`src/rtl/nrfe_pkg.sv`:
```
// Package for the NMEA RMC field extractor.
// Holds the shared character codes, field widths and the emit request type.
// No dependencies.
`timescale 1ns / 1ps
`default_nettype none

package nrfe_pkg;

   localparam logic [7:0] CHAR_DOLLAR  = 8'h24;
   localparam logic [7:0] CHAR_M       = 8'h4D;
   localparam logic [7:0] CHAR_C       = 8'h43;
   localparam logic [7:0] CHAR_NL      = 8'h0A;
   localparam logic [7:0] CHAR_COMMA   = 8'h2C;
   localparam logic [7:0] CHAR_A       = 8'h41;

   localparam int LEN_W     = 4;
   localparam int COMMA_W   = 3;
   localparam int HDR_LAST  = 5;

   localparam logic [COMMA_W-1:0] COMMA_MAX    = 3'd7;
   localparam logic [COMMA_W-1:0] COMMA_STATUS = 3'd2;
   localparam logic [COMMA_W-1:0] COMMA_LAT    = 3'd3;
   localparam logic [COMMA_W-1:0] COMMA_LON    = 3'd5;

   typedef struct packed {
      logic             start;
      logic             error;
      logic             fix;
      logic [LEN_W-1:0] lat_len;
      logic [LEN_W-1:0] lon_len;
   } emit_req_type;

endpackage

`default_nettype wire

```
`src/rtl/nrfe_char_ram.sv`:
```
// Character store for the captured latitude and longitude text.
// One write port and one read port with registered read data.
// No dependencies.
`timescale 1ns / 1ps
`default_nettype none

module nrfe_char_ram #(
   parameter int DEPTH = 21,
   localparam int ADDR_W = $clog2(DEPTH)
) (
   input  wire logic              clock,
   input  wire logic              wr_en,
   input  wire logic [ADDR_W-1:0] wr_addr,
   input  wire logic [7:0]        wr_data,
   input  wire logic              rd_en,
   input  wire logic [ADDR_W-1:0] rd_addr,
   output logic      [7:0]        rd_data
);

   logic [7:0] mem [DEPTH];
   logic [7:0] rd_data_ff;

   always_ff @(posedge clock) begin
      if (wr_en) begin
         mem[wr_addr] <= wr_data;
      end
   end

   always_ff @(posedge clock) begin
      if (rd_en) begin
         rd_data_ff <= mem[rd_addr];
      end
   end

   assign rd_data = rd_data_ff;

endmodule

`default_nettype wire

```
`src/rtl/nrfe_parser.sv`:
```
// Sentence parser: header check, comma counting and character capture.
// Writes field characters into the character store and raises emit requests.
// Depends on nrfe_pkg.
`timescale 1ns / 1ps
`default_nettype none

module nrfe_parser #(
   parameter int BUF_LEN   = 76,
   parameter int LAT_CHARS = 10,
   parameter int LON_CHARS = 11,
   localparam int DEPTH  = LAT_CHARS + LON_CHARS,
   localparam int ADDR_W = $clog2(DEPTH),
   localparam int POS_W  = $clog2(BUF_LEN)
) (
   input  wire logic                 clock,
   input  wire logic                 reset,
   input  wire logic                 in_valid,
   input  wire logic [7:0]           in_byte,
   output logic                      wr_en,
   output logic [ADDR_W-1:0]         wr_addr,
   output logic [7:0]                wr_data,
   output nrfe_pkg::emit_req_type    emit_req
);

   localparam logic [POS_W-1:0] POS_MAX = POS_W'(BUF_LEN - 1);
   localparam logic [POS_W-1:0] POS_HDR = POS_W'(nrfe_pkg::HDR_LAST);
   localparam logic [nrfe_pkg::LEN_W-1:0] LAT_MAX = nrfe_pkg::LEN_W'(LAT_CHARS);
   localparam logic [nrfe_pkg::LEN_W-1:0] LON_MAX = nrfe_pkg::LEN_W'(LON_CHARS);

   logic [POS_W-1:0]            pos_ff, pos_in;
   logic                        hdr_ff, hdr_in;
   logic [nrfe_pkg::COMMA_W-1:0] comma_ff, comma_in;
   logic [7:0]                  status_ff, status_in;
   logic                        seen_ff, seen_in;
   logic [nrfe_pkg::LEN_W-1:0]  lat_len_ff, lat_len_in;
   logic [nrfe_pkg::LEN_W-1:0]  lon_len_ff, lon_len_in;

   logic                        is_dollar;
   logic [POS_W-1:0]            pos_c;
   logic [nrfe_pkg::COMMA_W-1:0] comma_c, comma_t;
   logic [7:0]                  status_c, status_t;
   logic                        seen_c, seen_t;
   logic [nrfe_pkg::LEN_W-1:0]  lat_c, lat_t, lon_c, lon_t;
   logic                        in_hdr, take, lat_wr, lon_wr;

   always_comb begin
      is_dollar = (in_byte == nrfe_pkg::CHAR_DOLLAR);
      pos_c    = is_dollar ? '0 : pos_ff;
      comma_c  = is_dollar ? '0 : comma_ff;
      status_c = is_dollar ? '0 : status_ff;
      seen_c   = is_dollar ? 1'b0 : seen_ff;
      lat_c    = is_dollar ? '0 : lat_len_ff;
      lon_c    = is_dollar ? '0 : lon_len_ff;

      in_hdr = (pos_c <= POS_HDR);
      take   = in_hdr || (hdr_ff && (pos_c < POS_MAX));

      comma_t  = comma_c;
      status_t = status_c;
      seen_t   = seen_c;
      lat_t    = lat_c;
      lon_t    = lon_c;
      lat_wr   = 1'b0;
      lon_wr   = 1'b0;
      if (take) begin
         if (in_byte == nrfe_pkg::CHAR_COMMA) begin
            if (comma_c < nrfe_pkg::COMMA_MAX) begin
               comma_t = comma_c + 1'b1;
            end
         end else if (comma_c == nrfe_pkg::COMMA_STATUS) begin
            if (!seen_c) begin
               status_t = in_byte;
               seen_t   = 1'b1;
            end
         end else if (comma_c == nrfe_pkg::COMMA_LAT) begin
            if (lat_c < LAT_MAX) begin
               lat_wr = 1'b1;
               lat_t  = lat_c + 1'b1;
            end
         end else if (comma_c == nrfe_pkg::COMMA_LON) begin
            if (lon_c < LON_MAX) begin
               lon_wr = 1'b1;
               lon_t  = lon_c + 1'b1;
            end
         end
      end

      wr_en   = in_valid && (lat_wr || lon_wr);
      wr_addr = lat_wr ? ADDR_W'(lat_c) : ADDR_W'(LAT_CHARS + int'(lon_c));
      wr_data = in_byte;

      pos_in     = pos_c;
      hdr_in     = hdr_ff;
      comma_in   = comma_t;
      status_in  = status_t;
      seen_in    = seen_t;
      lat_len_in = lat_t;
      lon_len_in = lon_t;
      emit_req   = '0;

      if (in_hdr) begin
         if (pos_c == '0) begin
            hdr_in = is_dollar;
         end else if (pos_c == POS_W'(4)) begin
            hdr_in = hdr_ff && (in_byte == nrfe_pkg::CHAR_M);
         end else if (pos_c == POS_HDR) begin
            hdr_in = hdr_ff && (in_byte == nrfe_pkg::CHAR_C);
         end
         pos_in = pos_c + 1'b1;
      end else if (hdr_ff) begin
         if (in_byte == nrfe_pkg::CHAR_NL) begin
            emit_req.start   = in_valid;
            emit_req.error   = (comma_t != nrfe_pkg::COMMA_MAX);
            emit_req.fix     = seen_t && (status_t == nrfe_pkg::CHAR_A);
            emit_req.lat_len = lat_t;
            emit_req.lon_len = lon_t;
            pos_in     = '0;
            comma_in   = '0;
            status_in  = '0;
            seen_in    = 1'b0;
            lat_len_in = '0;
            lon_len_in = '0;
         end else if (pos_c < POS_MAX) begin
            pos_in = pos_c + 1'b1;
         end
      end
   end

   always_ff @(posedge clock) begin
      if (reset) begin
         pos_ff     <= '0;
         hdr_ff     <= 1'b0;
         comma_ff   <= '0;
         status_ff  <= '0;
         seen_ff    <= 1'b0;
         lat_len_ff <= '0;
         lon_len_ff <= '0;
      end else if (in_valid) begin
         pos_ff     <= pos_in;
         hdr_ff     <= hdr_in;
         comma_ff   <= comma_in;
         status_ff  <= status_in;
         seen_ff    <= seen_in;
         lat_len_ff <= lat_len_in;
         lon_len_ff <= lon_len_in;
      end
   end

endmodule

`default_nettype wire

```
`src/rtl/nrfe_emitter.sv`:
```
// Result sequencer: reads the character store entry by entry and drives the
// registered result word. Depends on nrfe_pkg.
`timescale 1ns / 1ps
`default_nettype none

module nrfe_emitter #(
   parameter int LAT_CHARS = 10,
   parameter int LON_CHARS = 11,
   localparam int DEPTH  = LAT_CHARS + LON_CHARS,
   localparam int ADDR_W = $clog2(DEPTH)
) (
   input  wire logic                   clock,
   input  wire logic                   reset,
   input  wire nrfe_pkg::emit_req_type emit_req,
   output logic                        busy,
   output logic                        rd_en,
   output logic [ADDR_W-1:0]           rd_addr,
   input  wire logic [7:0]             rd_data,
   output logic                        out_valid,
   input  wire logic                   out_ready,
   output logic                        out_error,
   output logic                        out_fix,
   output logic                        out_sel,
   output logic [3:0]                  out_index,
   output logic [7:0]                  out_value,
   output logic                        out_last
);

   localparam logic [ADDR_W-1:0] LAT_BASE = ADDR_W'(LAT_CHARS);
   localparam logic [ADDR_W-1:0] LAST_ADDR = ADDR_W'(DEPTH - 1);

   logic                        active_ff, active_in;
   logic [ADDR_W-1:0]           iss_ff, iss_in;
   logic                        fix_ff, fix_in;
   logic [nrfe_pkg::LEN_W-1:0]  lat_len_ff, lat_len_in;
   logic [nrfe_pkg::LEN_W-1:0]  lon_len_ff, lon_len_in;

   logic                        pend_ff, pend_in;
   logic                        p_sel_ff, p_sel_in;
   logic [3:0]                  p_idx_ff, p_idx_in;
   logic                        p_hit_ff, p_hit_in;
   logic                        p_last_ff, p_last_in;

   logic                        ov_ff, ov_in;
   logic                        oerr_ff, oerr_in;
   logic                        ofix_ff, ofix_in;
   logic                        osel_ff, osel_in;
   logic [3:0]                  oidx_ff, oidx_in;
   logic [7:0]                  oval_ff, oval_in;
   logic                        olast_ff, olast_in;

   logic                        advance, issue, load, iss_sel;
   logic [3:0]                  iss_idx;

   always_comb begin
      advance = !ov_ff || out_ready;
      issue   = active_ff && (!pend_ff || advance);
      load    = pend_ff && advance;

      iss_sel = (iss_ff >= LAT_BASE);
      iss_idx = iss_sel ? 4'(iss_ff - LAT_BASE) : 4'(iss_ff);

      rd_en   = issue;
      rd_addr = iss_ff;

      active_in  = active_ff;
      iss_in     = iss_ff;
      fix_in     = fix_ff;
      lat_len_in = lat_len_ff;
      lon_len_in = lon_len_ff;
      if (emit_req.start && !emit_req.error) begin
         active_in  = 1'b1;
         iss_in     = '0;
         fix_in     = emit_req.fix;
         lat_len_in = emit_req.lat_len;
         lon_len_in = emit_req.lon_len;
      end else if (issue) begin
         iss_in = iss_ff + 1'b1;
         if (iss_ff == LAST_ADDR) begin
            active_in = 1'b0;
         end
      end

      pend_in   = issue || (pend_ff && !advance);
      p_sel_in  = p_sel_ff;
      p_idx_in  = p_idx_ff;
      p_hit_in  = p_hit_ff;
      p_last_in = p_last_ff;
      if (issue) begin
         p_sel_in  = iss_sel;
         p_idx_in  = iss_idx;
         p_hit_in  = iss_sel ? (iss_idx < lon_len_ff) : (iss_idx < lat_len_ff);
         p_last_in = (iss_ff == LAST_ADDR);
      end

      ov_in    = ov_ff;
      oerr_in  = oerr_ff;
      ofix_in  = ofix_ff;
      osel_in  = osel_ff;
      oidx_in  = oidx_ff;
      oval_in  = oval_ff;
      olast_in = olast_ff;
      if (emit_req.start && emit_req.error) begin
         ov_in    = 1'b1;
         oerr_in  = 1'b1;
         ofix_in  = 1'b0;
         osel_in  = 1'b0;
         oidx_in  = '0;
         oval_in  = '0;
         olast_in = 1'b1;
      end else if (load) begin
         ov_in    = 1'b1;
         oerr_in  = 1'b0;
         ofix_in  = fix_ff;
         osel_in  = p_sel_ff;
         oidx_in  = p_idx_ff;
         oval_in  = p_hit_ff ? rd_data : 8'd0;
         olast_in = p_last_ff;
      end else if (out_ready) begin
         ov_in = 1'b0;
      end
   end

   always_ff @(posedge clock) begin
      if (reset) begin
         active_ff <= 1'b0;
         pend_ff   <= 1'b0;
         ov_ff     <= 1'b0;
      end else begin
         active_ff <= active_in;
         pend_ff   <= pend_in;
         ov_ff     <= ov_in;
      end
   end

   always_ff @(posedge clock) begin
      iss_ff     <= iss_in;
      fix_ff     <= fix_in;
      lat_len_ff <= lat_len_in;
      lon_len_ff <= lon_len_in;
      p_sel_ff   <= p_sel_in;
      p_idx_ff   <= p_idx_in;
      p_hit_ff   <= p_hit_in;
      p_last_ff  <= p_last_in;
      oerr_ff    <= oerr_in;
      ofix_ff    <= ofix_in;
      osel_ff    <= osel_in;
      oidx_ff    <= oidx_in;
      oval_ff    <= oval_in;
      olast_ff   <= olast_in;
   end

   assign busy      = active_ff || pend_ff || ov_ff;
   assign out_valid = ov_ff;
   assign out_error = oerr_ff;
   assign out_fix   = ofix_ff;
   assign out_sel   = osel_ff;
   assign out_index = oidx_ff;
   assign out_value = oval_ff;
   assign out_last  = olast_ff;

   a_start_busy: assert property (@(posedge clock) disable iff (reset)
      emit_req.start |=> busy)
      else $error("emit request did not make the sequencer busy");

   a_last_done: assert property (@(posedge clock) disable iff (reset)
      ov_ff && olast_ff && out_ready |=> !active_ff && !pend_ff)
      else $error("reads still pending after the final word");

   a_rd_hold: assert property (@(posedge clock) disable iff (reset)
      pend_ff && !advance |=> $stable(rd_data))
      else $error("read data changed while waiting for the output register");

   a_err_alone: assert property (@(posedge clock) disable iff (reset)
      ov_ff && oerr_ff |-> !active_ff && !pend_ff)
      else $error("error word overlaps a character sequence");

endmodule

`default_nettype wire

```
`src/rtl/nmea_rmc_field_extractor_unit.sv`:
```
// NMEA RMC field extractor, top level.
// Ties the sentence parser, the character store and the result sequencer.
// Depends on nrfe_pkg, nrfe_parser, nrfe_char_ram and nrfe_emitter.
//
// The req_ channel takes one received character per word. Ordinary
// characters are absorbed and produce nothing. A newline that ends an
// accepted RMC sentence produces either one error word (fewer than seven
// commas), valid on the next cycle, or LAT_CHARS + LON_CHARS character
// words, latitude first, the first passing through the sequencer's active,
// pending and output registers and the rest following one per cycle while
// rsp_tready stays high. rsp_tlast marks the final word of the sentence.
// The character store has one read port, which sets the rate of one result
// word per cycle.
// req_tready is low from the newline until the final word has been taken.
// When rsp_tready is low the current word holds and the sequencer waits;
// nothing is lost. Reset clears all sentence state and drops any word in
// flight; the character store needs no clearing, since entries at or past
// the captured field lengths read as zero.
`timescale 1ns / 1ps
`default_nettype none

module nmea_rmc_field_extractor_unit #(
   parameter int BUF_LEN   = 76,
   parameter int LAT_CHARS = 10,
   parameter int LON_CHARS = 11
) (
   input  wire logic        clock,
   input  wire logic        reset,
   input  wire logic        req_tvalid,
   output logic             req_tready,
   input  wire logic [7:0]  req_tdata,   // [7:0] rx_byte
   output logic             rsp_tvalid,
   input  wire logic        rsp_tready,
   output logic [15:0]      rsp_tdata,   // [0] fix_valid, [4:1] char_index,
                                         // [12:5] char_value, [15:13] zero
   output logic [1:0]       rsp_tuser,   // [0] parse_error, [1] field_select
   output logic             rsp_tlast    // last
);

   localparam int DEPTH  = LAT_CHARS + LON_CHARS;
   localparam int ADDR_W = $clog2(DEPTH);

   logic                   busy;
   logic                   in_valid;
   logic                   wr_en, rd_en;
   logic [ADDR_W-1:0]      wr_addr, rd_addr;
   logic [7:0]             wr_data, rd_data;
   nrfe_pkg::emit_req_type emit_req;
   logic                   out_error, out_fix, out_sel;
   logic [3:0]             out_index;
   logic [7:0]             out_value;

   assign req_tready = !busy;
   assign in_valid   = req_tvalid && !busy;

   nrfe_parser #(
      .BUF_LEN   (BUF_LEN),
      .LAT_CHARS (LAT_CHARS),
      .LON_CHARS (LON_CHARS)
   ) u_parser (
      .clock    (clock),
      .reset    (reset),
      .in_valid (in_valid),
      .in_byte  (req_tdata),
      .wr_en    (wr_en),
      .wr_addr  (wr_addr),
      .wr_data  (wr_data),
      .emit_req (emit_req)
   );

   nrfe_char_ram #(
      .DEPTH (DEPTH)
   ) u_ram (
      .clock   (clock),
      .wr_en   (wr_en),
      .wr_addr (wr_addr),
      .wr_data (wr_data),
      .rd_en   (rd_en),
      .rd_addr (rd_addr),
      .rd_data (rd_data)
   );

   nrfe_emitter #(
      .LAT_CHARS (LAT_CHARS),
      .LON_CHARS (LON_CHARS)
   ) u_emitter (
      .clock     (clock),
      .reset     (reset),
      .emit_req  (emit_req),
      .busy      (busy),
      .rd_en     (rd_en),
      .rd_addr   (rd_addr),
      .rd_data   (rd_data),
      .out_valid (rsp_tvalid),
      .out_ready (rsp_tready),
      .out_error (out_error),
      .out_fix   (out_fix),
      .out_sel   (out_sel),
      .out_index (out_index),
      .out_value (out_value),
      .out_last  (rsp_tlast)
   );

   assign rsp_tdata = {3'b000, out_value, out_index, out_fix};
   assign rsp_tuser = {out_sel, out_error};

endmodule

`default_nettype wire

```
`config.mk`:
```
export PLATFORM = sky130hd
export DESIGN_NAME = nmea_rmc_field_extractor_unit
export DESIGN_NICKNAME = d
export VERILOG_FILES = /design/src/rtl/nrfe_pkg.sv /design/src/rtl/nrfe_char_ram.sv /design/src/rtl/nrfe_parser.sv /design/src/rtl/nrfe_emitter.sv /design/src/rtl/nmea_rmc_field_extractor_unit.sv
export SDC_FILE = /design/constraint.sdc
export NUM_CORES = 1
export LEC_CHECK = 0
export ABC_AREA = 1
export BUFFER_PORTS_ARGS = -buffer_cell sky130_fd_sc_hd__buf_2
export CORE_MARGIN = 2
export CORE_UTILIZATION = 45
export CTS_CLUSTER_DIAMETER = 60
export DETAILED_ROUTE_END_ITERATION = 7
export PLACE_DENSITY = 0.64
export SLEW_MARGIN = 15
export SYNTH_ARGS = -nofsm -noshare
export SYNTH_HDL_FRONTEND = slang
export SYNTH_SLANG_ARGS = --single-unit
export TNS_END_PERCENT = 10
```
`constraint.sdc`:
```
create_clock -name clock -period 4.1 [get_ports clock]
set_input_delay 0.82 -clock clock [delete_from_list [all_inputs] [get_ports clock]]
set_output_delay 0.82 -clock clock [all_outputs]
set_load 0.03 [all_outputs]
```
; After elaboration in Yosys (flattened, before gate mapping)
; Memories as Yosys holds them, arrays and structs flattened. A register that Yosys moved wholly into a read port is not among the register bits.
; Cells that the tools add are included.
[classes]
n_bitwise = 2
add_sub_neg = 7
n_eq_ne = 13
n_lt_le_gt_ge = 8
reduce_logical = 31
n_mux = 75
[ops]
columns = op, count
row1 = $mux W4, 20
row2 = $mux W8, 9
row3 = $mux W7, 5
row4 = $mux W11, 3
row5 = $mux W1, 30
row6 = $eq A8 B7 Y1 const B, 3
row7 = $mux W3, 7
row8 = $eq A8 B6 Y1 const B, 2
row9 = $eq A7 B3 Y1 const B, 2
row10 = $logic_and A1 B1 Y1, 11
row11 = $add A4 B1 Y4 const B, 2
row12 = $eq A8 B4 Y1 const B, 1
row13 = $lt A4 B4 Y1, 2
row14 = $lt A4 B4 Y1 const B, 2
row15 = $add A7 B1 Y7 const B, 1
row16 = $le A7 B3 Y1 const B, 1
row17 = $logic_not A7 Y1, 1
row18 = $logic_or A1 B1 Y1, 7
row19 = $lt A7 B7 Y1 const B, 1
row20 = $eq A3 B2 Y1 const B, 2
row21 = $reduce_bool A3 Y1, 2
row22 = $add A4 B4 Y5 const A, 1
row23 = $add A5 B1 Y5 const B, 1
row24 = $eq A5 B5 Y1 const B, 1
row25 = 13 further kinds, 19
[word_totals]
mem_count = 1
output_inout_bits = 21
word_cells = 161
register_bits = 68
input_bits = 12
ramBits = 168
[memory_table]
columns = memory, depth, word_bits, read_ports, rd_clocked_by_memory_dff, write_ports, line_no
row1 = u_ram.mem, 21, 8, 1, 1, 1, nrfe_char_ram.sv:20  ; logic [7:0] mem [DEPTH];

; Depth between registers and ports, before layout
[logic_depth]
ltp_word = 16
ltp_mapped = 21
ltp_nobuf = 18

; Cells and area by module
; Synthesis repeated with hierarchy kept, for this count alone.
[hier_totals]
cells_unflattened = 1354
hier_area_um2 = 11902.7
[modules_own_cells]
columns = module, seq_area_each_um2, area_each_um2, n_inst, cells_per_inst
row1 = nrfe_char_ram, 5285.1, 7504.7, 1, 694
row2 = nrfe_parser, 560.5, 2596.2, 1, 457
row3 = nrfe_emitter, 960.9, 1739.2, 1, 193
row4 = nmea_rmc_field_extractor_unit, 0.0, 62.6, 1, 10

; Worst setup path before layout
; Ideal clock, no wire load.
[synth_timing]
kind = input to register
start = in req_tdata[6]
end = mem u_ram.mem[10][0], enable pin
setup_slack_ns = 0.536
arrival_time_ns = 3.194
required_ns = 3.730
path_buffers = 3
stages = 19
setup_ns = 0.370
path_cell_list = inv_1 -> nand2_1 -> nor2_1 -> nand2_2 -> buf_12 -> buf_6 -> buf_4 -> nand2_1 -> ha_1 -> nand4_4 -> nor2_4 -> nor2_8 -> nand2_8 -> nand2_4 -> nand2_1 -> inv_2 -> nor2_1 -> nand2_1 -> nor2_1
[synth_between]
elab_chain_cells = 13
elab_cells_between_ends = 32
cone_classes = add/sub: 1 / order compare: 4 / eq/ne: 5 / mux: 18 / reduce/logical: 4
[synth_rtl]
columns = element, line_no
row1 = start: declaration, nmea_rmc_field_extractor_unit.sv:31  ; input wire logic [7:0] req_tdata,
row2 = $eq A8 B6 Y1, nrfe_parser.sv:47  ; is_dollar = (in_byte == nrfe_pkg::CHAR_DOLLAR);
row3 = $mux W4, nrfe_parser.sv:53  ; lon_c = is_dollar ? '0 : lon_len_ff;
row4 = $lt A4 B4 Y1, nrfe_parser.sv:81  ; if (lon_c < LON_MAX) begin
row5 = $mux W1, nrfe_parser.sv:81
row6 = $mux W1, nrfe_parser.sv:80  ; end else if (comma_c == nrfe_pkg::COMMA_LON) begin
row7 = $mux W1, nrfe_parser.sv:75  ; end else if (comma_c == nrfe_pkg::COMMA_LAT) begin
row8 = $mux W1, nrfe_parser.sv:70  ; end else if (comma_c == nrfe_pkg::COMMA_STATUS) begin
row9 = $mux W1, nrfe_parser.sv:66  ; if (in_byte == nrfe_pkg::CHAR_COMMA) begin
row10 = $mux W1, nrfe_parser.sv:65  ; if (take) begin
row11 = $logic_or A1 B1 Y1, nrfe_parser.sv:88  ; wr_en = in_valid && (lat_wr || lon_wr);
row12 = $logic_and A1 B1 Y1, nrfe_parser.sv:88
row13 = $mux W1, nrfe_char_ram.sv:24  ; if (wr_en) begin
row14 = $mux W1 (not written as such), nrfe_char_ram.sv:25  ; mem[wr_addr] <= wr_data;
row15 = end: declaration, nrfe_char_ram.sv:20
; Several ways; a longest one is shown, not always the timed one.

; Final worst setup path
[layout_timing]
start = in req_tdata[6]
end = mem u_ram.mem[15][5], enable pin
; The elaborated chain is that of the path after synthesis.

==> flow_summary.yaml <==
outcome:
  status: "completed"
detailed_routing:
  via_per_inst: 5.47
  wl_per_cell_um: 18.1
  drc: 0
  routed_wl_um: 28200
  dr.first_iter.drc_count: 669
  via_count: 8522
  ant_nets: 0
  drt-pass1-iter-count: 7
finish:
  areaGrowthSynthToFinish_pct: 13.0
  final_common_cell: "nand2_1"
  drive_gt1_share_pct: 14.3
  final_cell_mix: "nand2_1, edfxtp_1, nor2_1"
  fin_nets: 1240
  antenna_cells: 0
power_and_ir_drop:
  p_per_area_nw_per_um2: 421
  p_clk_share_pct: 45.2
  p_int_mw: 4.26
  switching_share_pct: 22.0
  power_frac_comb_pct: 5.4
  ir_drop_mv: 0.266
  p_seq_share_pct: 49.4
  p_switching_mw: 1.20
  p_leak_nw: 4.86
yosys:
  syn_inst: 1165
  synth-seq-area-share_pct: 59.3
  synth_edf_count: 192
  synthSimpleGateAreaFrac_pct: 19.8
  synth_compound_area_share_pct: 11.9
  syn_area_um2: 11500
  synth_top_family_by_area: "simple AND/OR/NAND/NOR gates"
  yosysUniqueCellTypes: 49
  synth-seq-cells: 244
  synthAdderAreaFrac_pct: 2.18
  synth_flop_cell: "edfxtp_1"
  synth.area.mux_share_pct: 0.523
  synth-xor-area-share_pct: 0.687
  syn_area_per_cell_um2: 9.85
  yosysWarnings: 0
  synth_async_sr_flop_share_pct: 0
sta:
  fin_crit_sh_pct: 80.9
  finalHoldViolations: 0
  setup_tns_ns: 0
  fin_hold_ws_ns: 0.452
  finalClockSkew_ns: 0.00938
  worst_pin_slew_ns: 0.861
  grt_setup_unrepaired: "false"
  setup_viol: 0
  finalCriticalPeriod_ns: 3.32
  max_clock_freq_mhz: 301
  slew-limit-headroom_pct: 42.6
  drv_slew: 0
clock_network:
  postCtsSetupBuffers: 0
  cts.root.buffer_cell: "clkbuf_16"
  insertion_delay_ns: 0.53
  h-tree-depth: 1
  cts_resized: 0
  cts_buffers: 27
  cts_tree: "built"
  cts_hold_buffers: 0
  path_clk_slew_ns: 0.06
  cts_buffer_depth: 3
  clkSinkCount: 244
worst_setup_path:
  required_ns: 4.26
  ff2ff_path_depth: 9
  timing.rr.end: "u_emitter.p_hit_ff$_DFFE_PP_"
  slowest_stage: "nor2_1"
  path_cells: "buf_2 > inv_1 > nand2_1 > nor2_1 > nand2_2 > nand2_1 > inv_1 > ha_1 > ha_1 > inv_1 > o211ai_1 > nor2_2 > o21ai_1 > nor2_2 > inv_1 > nor2_2 > nand2_2 > nor2_1"
  path_max_fanout: 8
  crit_end: "u_ram.mem[15][5]$_DFFE_PP_"
  rrSetupSlack_ns: 1.09
  crit_buf_inv: 5
  arrival_ns: 3.48
  r2r_start: "u_emitter.rd_addr[3]$_SDFFE_PP0P_"
  crit_type: "input port to register"
  crit_path_start_kind: "input port"
  end_kind: "register"
  crit_top_cell: "inv_1"
  crit_family: "simple AND/OR/NAND/NOR gates"
  cpPeakStageDelay_ns: 0.54
  cp.depth: 18
  startpoint: "req_tdata[6]"
global_route:
  grt_max_degree: 85
  track_usage_pct: 21.4
  antenna_found_initial: 0
  grt_pass1_wl_um: 44600
  grt_pass1_vias: 7874
  grt_overflow_total: 0
floorplanning:
  num_io_pins: 33
  start_util_pct: 45.7
  die_w_um: 164
  core_um2: 25100
  die_area_um2: 26800
  die_y_um: 164
  num_rows: 58
placed_design:
  gp_congestion: 0.864
  io_buffers: 29
  dp_hpwl_um: 18100
hold_path:
  min_path_type: "register to register"
flow_run:
  cap_violations: 0
[worst min path at each step]
| stage | from | endpoint | slack (ns) | cells after the start |
|---|---|---|---|---|
| floorplan | u_emitter.out_error$_SDFFE_PP1P_ | u_emitter.out_error$_SDFFE_PP1P_ | 0.43 | 2 |
| global placement | u_emitter.out_error$_SDFFE_PP1P_ | u_emitter.out_error$_SDFFE_PP1P_ | 0.44 | 2 |
| detailed placement | u_emitter.out_error$_SDFFE_PP1P_ | u_emitter.out_error$_SDFFE_PP1P_ | 0.45 | 2 |
| CTS | u_emitter.out_error$_SDFFE_PP1P_ | u_emitter.out_error$_SDFFE_PP1P_ | 0.46 | 2 |
| global route | u_emitter.out_error$_SDFFE_PP1P_ | u_emitter.out_error$_SDFFE_PP1P_ | 0.46 | 2 |
| finish | u_emitter.out_error$_SDFFE_PP1P_ | u_emitter.out_error$_SDFFE_PP1P_ | 0.45 | 2 |
[worst register-to-register path, cell delays in order (launching register included)]
cell and delay [ns]:
dfxtp_1 0.63, inv_1 0.34, or2_2 0.37, nand3_1 0.20
xor2_1 0.34, ha_1 0.29, a21boi_0 0.12, o21a_1 0.22
o21ai_0 0.14, a32o_1 0.21
[cell usage after synthesis, types with 4 or more instances]
| cell type | n | area, um^2 |
|---|---|---|
| inv_2 | 8 | 30.0 |
| ha_1 | 20 | 250 |
| nand2_1 | 215 | 807 |
| dfxtp_1 | 52 | 1040 |
| nor2_2 | 7 | 43.8 |
| o21ai_0 | 127 | 636 |
| nor2_4 | 12 | 135 |
| buf_4 | 10 | 75.1 |
| nand4_1 | 10 | 62.6 |
| clkbuf_1 | 43 | 161 |
| nor2_1 | 150 | 563 |
| nand3_1 | 68 | 340 |
| mux2i_1 | 6 | 60.1 |
| nor3_1 | 5 | 25.0 |
| o21ai_1 | 6 | 30.0 |
| o221ai_1 | 4 | 35.0 |
| inv_1 | 67 | 251 |
| o22ai_1 | 41 | 257 |
| nand2_4 | 7 | 78.8 |
| o211ai_1 | 8 | 60.1 |
| edfxtp_1 | 192 | 5770 |
| a21oi_1 | 50 | 250 |
| buf_2 | 5 | 25.0 |
| buf_6 | 4 | 45.0 |
| nand2_2 | 5 | 31.3 |
| xor2_1 | 8 | 70.1 |
| nor4_1 | 4 | 25.0 |
[metal layers]
layer / part of all wire (%) / track usage [%]
met1: 45 / 30.5
met3: 6.8 / 2.80
met4: 2.4 / 5.86
met5: 0 / 0
met2: 46 / 34.5
[flip-flops by register name (all words and copies together) (netlist names), 3 cells and up]
name,count
u_ram.mem,168
u_ram.rd_data,8
u_emitter.lat_len_ff,4
u_emitter.lon_len_ff,4
u_emitter.out_value,8
u_emitter.rd_addr,5
u_emitter.out_index,4
u_parser.lon_len_ff,4
u_parser.status_ff,8
u_parser.pos_ff,7
u_emitter.p_idx_ff,4
u_parser.comma_ff,3
u_parser.lat_len_ff,4
[power groups by stage]
stage,registers [mW],logic (mW),clock network [mW]
3_5_place_dp,2.75,0.296,0
2_1_floorplan,2.76,0.193,0
5_1_grt,2.70,0.331,2.61
3_3_place_gp,2.75,0.295,0
4_1_cts,2.69,0.297,2.51
6_report,2.70,0.297,2.47
[final cells by class]
class | instances | area [um^2]
clock buffer | 36 | 719
fill | 2294 | 12100
tap | 330 | 413
multi-input combinational | 779 | 4030
clock inverter | 14 | 190
inverter | 78 | 295
sequential | 244 | 6810
timing repair buffer | 78 | 513
[cell families (layout without fill, tap and decap cells)]
kind of cell	Yosys count	after routing
AO/OA/AOI/OAI	246	246
XOR/XNOR	9	9
adder cells (fa/ha/maj)	20	20
buffers and inverters	144	206
flip-flops	244	244
multiplexers	6	6
other	1	3
AND/OR/NAND/NOR	495	495
[stage by stage]
stage	instances	total power [mW]	utilization (%)	setup WS (ns)	instance area (um^2)
3_3_place_gp	1509	3.04	48.0	0.293	12100
3_5_place_dp	1509	3.04	48.0	0.244	12100
4_1_cts	1559	5.50	51.6	0.808	13000
5_1_grt	1559	5.64	51.6	0.476	13000
2_1_floorplan	1167	2.95	-	0.536	11500
6_report	1559	5.46	51.6	0.782	13000
Power figures use the tool's default switching activity.
